--- src/rtl/core/fit_block_allocator_unit_defines.svh ---
// ----------------------------------------------------------------------------
// fit_block_allocator_unit_defines
// assertion macros used by the allocator rtl
// ----------------------------------------------------------------------------
`ifndef FIT_BLOCK_ALLOCATOR_UNIT_DEFINES_SVH
`define FIT_BLOCK_ALLOCATOR_UNIT_DEFINES_SVH

// same-cycle implication
`define FBA_ASSERT_NOW(label, ante, cons, msg) \
    label: assert property (@(posedge i_clk) disable iff (!i_rst_n) \
        (ante) |-> (cons)) else $error(msg);

// next-cycle implication
`define FBA_ASSERT_NEXT(label, ante, cons, msg) \
    label: assert property (@(posedge i_clk) disable iff (!i_rst_n) \
        (ante) |=> (cons)) else $error(msg);

`endif

--- src/rtl/core/fba_pkg.sv ---
// ----------------------------------------------------------------------------
// fba_pkg
// types and constants of the fit block allocator
// ----------------------------------------------------------------------------
package fba_pkg;

    localparam int NUM_BLOCKS = 16;
    localparam int IDX_W      = $clog2(NUM_BLOCKS);
    localparam int CNT_W      = $clog2(NUM_BLOCKS + 1);
    localparam int SIZE_W     = 16;
    localparam int MODE_W     = 2;
    localparam int ACT_W      = 5;
    localparam int CFG_W      = 5;

    localparam logic CFG_FIT_MODE      = 1'b0;
    localparam logic CFG_ACTIVE_BLOCKS = 1'b1;

    localparam logic [MODE_W-1:0] FIT_FIRST = 2'd0;
    localparam logic [MODE_W-1:0] FIT_BEST  = 2'd1;
    localparam logic [MODE_W-1:0] FIT_WORST = 2'd2;

    typedef enum logic [1:0] {
        STAT_LOADED = 2'd0,
        STAT_PLACED = 2'd1,
        STAT_NOFIT  = 2'd2
    } t_status;

    typedef enum logic [1:0] {
        ST_IDLE,
        ST_SCAN,
        ST_DRAIN,
        ST_DONE
    } t_state;

    typedef struct packed {
        logic [MODE_W-1:0] fit_mode;
        logic [CNT_W-1:0]  limit;
    } t_cfg;

    typedef struct packed {
        logic              valid;
        t_status           status;
        logic [IDX_W-1:0]  chosen;
        logic [SIZE_W-1:0] remain;
        logic              last;
    } t_result;

endpackage

--- src/rtl/core/fba_table_ram.sv ---
// ----------------------------------------------------------------------------
// fba_table_ram
// free size table, one write and one registered read port
// ----------------------------------------------------------------------------
module fba_table_ram
    import fba_pkg::*;
(
    input  logic              i_clk,
    input  logic              i_we,
    input  logic [IDX_W-1:0]  i_waddr,
    input  logic [SIZE_W-1:0] i_wdata,
    input  logic [IDX_W-1:0]  i_raddr,
    output logic [SIZE_W-1:0] o_rdata
);

    logic [SIZE_W-1:0] r_mem [NUM_BLOCKS];
    logic [SIZE_W-1:0] r_rdata;

    always_ff @(posedge i_clk) begin
        if (i_we) begin
            r_mem[i_waddr] <= i_wdata;
        end
        r_rdata <= r_mem[i_raddr];
    end

    assign o_rdata = r_rdata;

endmodule

--- src/rtl/core/fba_scan_ctrl.sv ---
// ----------------------------------------------------------------------------
// fba_scan_ctrl
// sequencer to write load beats, or scan the table, pick a fitting block, write it back
// ----------------------------------------------------------------------------
module fba_scan_ctrl
    import fba_pkg::*;
(
    input  logic              i_clk,
    input  logic              i_rst_n,
    input  logic              i_start,
    input  logic              i_action,
    input  logic [IDX_W-1:0]  i_load_index,
    input  logic [SIZE_W-1:0] i_block_size,
    input  logic [SIZE_W-1:0] i_request_size,
    input  logic              i_last_request,
    input  t_cfg              i_cfg,
    input  logic [SIZE_W-1:0] i_ram_rdata,
    output logic              o_busy,
    output logic              o_ram_we,
    output logic [IDX_W-1:0]  o_ram_waddr,
    output logic [SIZE_W-1:0] o_ram_wdata,
    output logic [IDX_W-1:0]  o_ram_raddr,
    output t_result           o_res
);

    t_state            r_state, n_state;
    logic [IDX_W-1:0]  r_cnt;
    logic              r_cmp_vld;
    logic [IDX_W-1:0]  r_cmp_idx;
    logic [SIZE_W-1:0] r_need;
    logic              r_last;
    logic              r_found;
    logic [IDX_W-1:0]  r_pick_idx;
    logic [SIZE_W-1:0] r_pick_size;

    logic              accept;
    logic              take;
    logic [SIZE_W-1:0] left_size;
    logic [CNT_W-1:0]  last_addr;

    assign accept    = i_start && (r_state == ST_IDLE);
    assign last_addr = CNT_W'(i_cfg.limit - CNT_W'(1));
    assign left_size = r_pick_size - r_need;
    assign o_busy    = (r_state != ST_IDLE);

    // next state
    always_comb begin
        n_state = r_state;
        case (r_state)
            ST_IDLE: begin
                if (accept && i_action) begin
                    n_state = (i_cfg.limit == '0) ? ST_DONE : ST_SCAN;
                end
            end
            ST_SCAN: begin
                if ({1'b0, r_cnt} == last_addr) begin
                    n_state = ST_DRAIN;
                end
            end
            ST_DRAIN: n_state = ST_DONE;
            ST_DONE:  n_state = ST_IDLE;
            default:  n_state = ST_IDLE;
        endcase
    end

    // outputs
    always_comb begin
        take        = 1'b0;
        o_ram_we    = 1'b0;
        o_ram_waddr = i_load_index;
        o_ram_wdata = i_block_size;
        o_ram_raddr = r_cnt;
        o_res       = '0;
        o_res.status = STAT_LOADED;

        if (r_cmp_vld && (i_ram_rdata >= r_need)) begin
            if (!r_found) begin
                take = 1'b1;
            end else if (i_cfg.fit_mode == FIT_BEST) begin
                take = (i_ram_rdata < r_pick_size);
            end else if (i_cfg.fit_mode == FIT_WORST) begin
                take = (i_ram_rdata > r_pick_size);
            end
        end

        case (r_state)
            ST_IDLE: begin
                if (accept && !i_action) begin
                    o_ram_we     = 1'b1;
                    o_res.valid  = 1'b1;
                    o_res.status = STAT_LOADED;
                    o_res.chosen = i_load_index;
                    o_res.remain = i_block_size;
                    o_res.last   = i_last_request;
                end
            end
            ST_DONE: begin
                o_res.valid = 1'b1;
                o_res.last  = r_last;
                if (r_found) begin
                    o_ram_we     = 1'b1;
                    o_ram_waddr  = r_pick_idx;
                    o_ram_wdata  = left_size;
                    o_res.status = STAT_PLACED;
                    o_res.chosen = r_pick_idx;
                    o_res.remain = left_size;
                end else begin
                    o_res.status = STAT_NOFIT;
                end
            end
            default: begin
            end
        endcase
    end

    always_ff @(posedge i_clk) begin
        if (!i_rst_n) begin
            r_state   <= ST_IDLE;
            r_cmp_vld <= 1'b0;
            r_found   <= 1'b0;
            r_cnt     <= '0;
        end else begin
            r_state   <= n_state;
            r_cmp_vld <= (r_state == ST_SCAN);
            if (accept) begin
                r_cnt   <= '0;
                r_found <= 1'b0;
            end else begin
                if (r_state == ST_SCAN) begin
                    r_cnt <= r_cnt + IDX_W'(1);
                end
                if (take) begin
                    r_found <= 1'b1;
                end
            end
        end
    end

    always_ff @(posedge i_clk) begin
        r_cmp_idx <= r_cnt;
        if (accept) begin
            r_need <= i_request_size;
            r_last <= i_last_request;
        end
        if (take) begin
            r_pick_idx  <= r_cmp_idx;
            r_pick_size <= i_ram_rdata;
        end
    end

endmodule

--- src/rtl/core/fit_block_allocator_unit.sv ---
// ----------------------------------------------------------------------------
// fit_block_allocator_unit
// free size table with first, best and worst fit allocation
// ----------------------------------------------------------------------------
//  channel   handshake             fields
//  item in   i_start, o_busy       i_action, i_load_index, i_block_size,
//                                  i_request_size, i_last_request
//  result    o_done                o_status, o_chosen_block, o_remaining_size,
//                                  o_last
//  config    i_cfg_we              i_cfg_addr, i_cfg_data
//
//  a load beat writes the table at accept and its result shows the next cycle
//  a request reads one entry a cycle through the table ram port, busy through
//  scan, drain and done (straight to done with no active block)
//  the request result shows in the first cycle with busy low
//  reset clears the state machine, config and result strobe; the table has none
//  results are never stalled, the next beat may be taken while one is shown
// ----------------------------------------------------------------------------
`include "fit_block_allocator_unit_defines.svh"

module fit_block_allocator_unit
    import fba_pkg::*;
(
    input  logic              i_clk,
    input  logic              i_rst_n,
    input  logic              i_start,
    output logic              o_busy,
    input  logic              i_action,
    input  logic [IDX_W-1:0]  i_load_index,
    input  logic [SIZE_W-1:0] i_block_size,
    input  logic [SIZE_W-1:0] i_request_size,
    input  logic              i_last_request,
    input  logic              i_cfg_we,
    input  logic              i_cfg_addr,
    input  logic [CFG_W-1:0]  i_cfg_data,
    output logic              o_done,
    output logic [1:0]        o_status,
    output logic [IDX_W-1:0]  o_chosen_block,
    output logic [SIZE_W-1:0] o_remaining_size,
    output logic              o_last
);

    logic [MODE_W-1:0] r_fit_mode;
    logic [ACT_W-1:0]  r_active_blocks;
    t_cfg              cfg;
    t_result           res;
    t_result           r_res;

    logic              ram_we;
    logic [IDX_W-1:0]  ram_waddr;
    logic [SIZE_W-1:0] ram_wdata;
    logic [IDX_W-1:0]  ram_raddr;
    logic [SIZE_W-1:0] ram_rdata;

    always_ff @(posedge i_clk) begin
        if (!i_rst_n) begin
            r_fit_mode      <= FIT_FIRST;
            r_active_blocks <= ACT_W'(NUM_BLOCKS);
        end else if (i_cfg_we) begin
            case (i_cfg_addr)
                CFG_FIT_MODE:      r_fit_mode      <= i_cfg_data[MODE_W-1:0];
                CFG_ACTIVE_BLOCKS: r_active_blocks <= i_cfg_data[ACT_W-1:0];
                default: begin
                end
            endcase
        end
    end

    // saturate to the table depth
    always_comb begin
        cfg.fit_mode = r_fit_mode;
        if (CNT_W'(r_active_blocks) > CNT_W'(NUM_BLOCKS)) begin
            cfg.limit = CNT_W'(NUM_BLOCKS);
        end else begin
            cfg.limit = CNT_W'(r_active_blocks);
        end
    end

    fba_table_ram u_ram (
        .i_clk   (i_clk),
        .i_we    (ram_we),
        .i_waddr (ram_waddr),
        .i_wdata (ram_wdata),
        .i_raddr (ram_raddr),
        .o_rdata (ram_rdata)
    );

    fba_scan_ctrl u_scan (
        .i_clk          (i_clk),
        .i_rst_n        (i_rst_n),
        .i_start        (i_start),
        .i_action       (i_action),
        .i_load_index   (i_load_index),
        .i_block_size   (i_block_size),
        .i_request_size (i_request_size),
        .i_last_request (i_last_request),
        .i_cfg          (cfg),
        .i_ram_rdata    (ram_rdata),
        .o_busy         (o_busy),
        .o_ram_we       (ram_we),
        .o_ram_waddr    (ram_waddr),
        .o_ram_wdata    (ram_wdata),
        .o_ram_raddr    (ram_raddr),
        .o_res          (res)
    );

    always_ff @(posedge i_clk) begin
        if (!i_rst_n) begin
            r_res.valid <= 1'b0;
        end else begin
            r_res.valid <= res.valid;
        end
        r_res.status <= res.status;
        r_res.chosen <= res.chosen;
        r_res.remain <= res.remain;
        r_res.last   <= res.last;
    end

    assign o_done           = r_res.valid;
    assign o_status         = r_res.status;
    assign o_chosen_block   = r_res.chosen;
    assign o_remaining_size = r_res.remain;
    assign o_last           = r_res.last;

    `FBA_ASSERT_NEXT(a_req_busy, i_start && !o_busy && i_action, o_busy && !o_done,
        "request beat did not start a scan")
    `FBA_ASSERT_NEXT(a_load_done, i_start && !o_busy && !i_action,
        o_done && o_status == STAT_LOADED, "load beat gave no loaded result")
    `FBA_ASSERT_NOW(a_nofit_zero, o_done && o_status == STAT_NOFIT,
        o_chosen_block == '0 && o_remaining_size == '0, "no fit result not cleared")
    `FBA_ASSERT_NOW(a_pick_range, o_done && o_status == STAT_PLACED,
        CNT_W'(o_chosen_block) < cfg.limit, "placed block beyond active range")

endmodule

--- config.mk ---
export PLATFORM = sky130hd
export DESIGN_NAME = fit_block_allocator_unit
export DESIGN_NICKNAME = d
export VERILOG_FILES = /design/src/rtl/core/fba_pkg.sv /design/src/rtl/core/fba_table_ram.sv /design/src/rtl/core/fba_scan_ctrl.sv /design/src/rtl/core/fit_block_allocator_unit.sv
export VERILOG_INCLUDE_DIRS = /design/src /design/src/rtl/core
export SDC_FILE = /design/constraint.sdc
export NUM_CORES = 1
export LEC_CHECK = 0
export BUFFER_PORTS_ARGS = -buffer_cell sky130_fd_sc_hd__buf_2
export CORE_ASPECT_RATIO = 1.1
export CORE_MARGIN = 1.5
export CORE_UTILIZATION = 33
export DETAILED_ROUTE_END_ITERATION = 7
export PLACE_DENSITY = 0.51
export SLEW_MARGIN = 0
export SYNTH_ARGS = -nofsm -noshare
export SYNTH_HDL_FRONTEND = slang
export SYNTH_SLANG_ARGS = --single-unit
--- constraint.sdc ---
create_clock -name i_clk -period 8.8 [get_ports i_clk]
set_clock_uncertainty 0.05 [all_clocks]
set_input_delay 1.76 -clock i_clk [delete_from_list [all_inputs] [get_ports i_clk]]
set_output_delay 1.76 -clock i_clk [all_outputs]
set_load 0.01 [all_outputs]
==> impl_metrics.tcl <==
set metrics [dict create \
    synth_warnings 0 \
    root_buffer "clkbuf_16" \
    cts_tree "yes" \
    cp_top_family "compound AO/OA/AOI/OAI gates" \
    synth_ff_type "edfxtp_1" \
    die-area_um2 45400 \
    yosysTopAreaCell "edfxtp_1" \
    syn_avg_cell_area_um2 16.5 \
    path_clk_slew_ns 0.06 \
    routed_wl_um 36500 \
    rows 80 \
    tightestPinTransition_ns 1.13 \
    detail-route-antenna-nets 0 \
    maxCapViolCount 0 \
    critPathMaxFanout 16 \
    power.density_nw_per_um2 250 \
    synthTopCellsByCount "293 x edfxtp_1, 80 x mux4_2, 70 x nand2_1" \
    hold_class "register to register" \
    min_period_over_period_pct 42.6 \
    max-slew-margin-rel_pct 24.9 \
    finalSetupTns_ns 0 \
    post_cts_buffers 0 \
    hold_violations 0 \
    mappedNetlistArea_um2 14600 \
    die_height_um 223 \
    io_buffer_count 72 \
    synth.area.top_cells "edfxtp_1 60%, mux4_2 12%, dfxtp_1 8.1%" \
    wl_met3_um 1620 \
    hold_ws_ns 0.357 \
    irDropWorstVdd_mv 0.124 \
    synth_fp_nets 983 \
    synth_top_area_share_pct 60.4 \
    p_leak_nw 5.89 \
    crit_slowest_cell "o21ai_1" \
    report.final.slew_viol_count 0 \
    dr.max_layer_used "met4" \
    drtIter0Drc 505 \
    critPathLaunchType "register" \
    clock_latency_ns 0.52 \
    critPathArrivalTime_ns 3.86 \
    worstPathCellList "inv_1 > ha_1 > inv_1 > fa_1 > a211oi_1 > o21bai_1 > a211oi_1 > a21oi_1 > xnor2_1 > o21ai_1" \
    synth_mux_area_share_pct 12.8 \
    synth_top_family_by_area "multiplexers" \
    gr-usage-all-layers_pct 16.3 \
    ys_seq_elements 352 \
    area_growth_pct 15.5 \
    synth_xor_area_share_pct 0.721 \
    fmax_mhz 267 \
    ys_types 51 \
    endpoint_kind "register" \
    grt_start_max_net_pins 70 \
    drc 0 \
    grt_overflow 0 \
    cts_buffers 37 \
    synthAdderAreaFrac_pct 4.69 \
    antenna_found_initial 0 \
    crit_required_ns 8.91 \
    period_needed_ns 3.75 \
    grt_pass1_vias 8010 \
    core_um2 43400 \
    setup_violations 0 \
    met2_length_um 18400 \
    synthArstFlopShare_pct 0 \
    placed_cell_area_um2 15600 \
    yosysSeqAreaShare_pct 68.5 \
    viasPerCell 4.97 \
    yosysMostFrequentCell "edfxtp_1" \
    cts.path.max_buffers 3 \
    wl_per_cell_um 23.3 \
    cts_max_level 2 \
    first_pass_iters 5 \
    dr_total_vias 7799 \
    cts_hold_buf 0 \
    die_w_um 203 \
    floorplan.initialDensity_pct 33.6 \
    synth_compound_area_share_pct 5.19 \
    status "complete, no violations" \
    synth_cells 881 \
    grt_pass1_wl_um 53500 \
    synthSimpleGateAreaFrac_pct 5.82 \
    path_class "register to register" \
    m1WireLength_um 15700 \
    stdcell_area_um2 16800 \
    boundaryPins 73 \
    cp.buffers_inverters 2 \
    slowest_delay_ns 0.85 \
    final_core_util_pct 38.8 \
    place_hpwl_um 25200 \
    drive_above_1_share_pct 24.1 \
    rsz0062_at_grt "false" \
    fin_nets 1073 \
    cts.repair.resized 0 \
    clock-sinks 352 \
    gp_congestion 0.859 \
    synth_edf_count 293 \
    diodes 0 \
]
[path summary, 6_finish.rpt]
kind | startpoint | to | slack [ns] | cells after the start
max | u_scan.r_pick_size[0] | u_ram.r_mem[5][12] | 5.05 | 10
min | u_scan.r_cmp_idx[3] | u_scan.r_pick_idx[3] | 0.36 | 0
min reg2reg | u_scan.r_cmp_idx[3] | u_scan.r_pick_idx[3] | 0.36 | 0
max reg2reg | u_scan.r_pick_size[0] | u_ram.r_mem[5][12] | 5.05 | 10
[cell families (layout without fill, tap and decap cells)]
family,after synthesis,in the layout
adder cells (fa/ha/maj),54,54
flip-flops,352,352
XOR/XNOR,12,12
buffers and inverters,75,190
multiplexers,87,87
AND/OR/NAND/NOR,186,186
AO/OA/AOI/OAI,115,115
[power by group]
| group | switching, mW | leakage, nW | internal [mW] |
|---|---|---|---|
| combinational | 0.390 | 2.16 | 0.267 |
| sequential | 0.0599 | 3.14 | 1.89 |
| clock | 0.638 | 0.601 | 0.953 |
| total | 1.09 | 5.89 | 3.11 |
[cells in the final DEF (no fill, tap or decap), drive strengths merged, types with 2 or more instances in the layout]
cell and n:
o21a 5, nor2b 5, nand2b 5, inv 46, nor2 50, or3 3
nand4 6, clkbuf 43, xor2 4, nor3 7, ha 53, o21ai 16
a21o 19, xnor2 8, and3 8, o31a 4, nor4 2, clkinv 12
clkinvlp 3, mux4 80, a21oi 33, o2111ai 2, nor3b 3, mux2i 7
a22oi 5, edfxtp 293, and2 6, a21boi 6, nand2 70, a311o 2
dfxtp 59, a211oi 8, nand3 18, buf 81, a31oi 7, bufinv 5
[per-stage QoR]
stage,setup WS [ns],total power [mW],instances
after floorplan,5.22,2.42,881
after global placement,4.56,2.66,1506
after detailed placement,4.56,2.66,1506
after CTS,5.03,4.26,1570
after global routing,4.66,4.37,1570
final,5.05,4.20,1570
[routing by layer]
metal  track usage [%]  vias to the layer above
li1                  -                     3602
met1              20.9                     3976
met2              28.5                      169
met3              2.45                       52
met4              4.44                        0
met5                 0                        -
[flip-flops by register name, summed over array words and instances (netlist names)]
register	count
o_chosen_block	4
o_done	1
o_last	1
o_remaining_size	16
o_status	2
r_active_blocks	5
r_fit_mode	2
u_ram.o_rdata	16
u_ram.r_mem	256
u_scan.o_ram_raddr	4
u_scan.r_cmp_idx	4
u_scan.r_cmp_vld	1
u_scan.r_found	1
u_scan.r_last	1
u_scan.r_need	16
u_scan.r_pick_idx	4
u_scan.r_pick_size	16
u_scan.r_state	2
[cell type report]
cell class	count	area, µm²
repair buffers	81	428
clock buffers	43	991
flip-flops and latches	352	9980
clock inverters	21	238
fillers	4061	26600
inverters	45	169
multi-input cells	454	4310
well taps	574	718
Power figures use the tool's default switching activity.
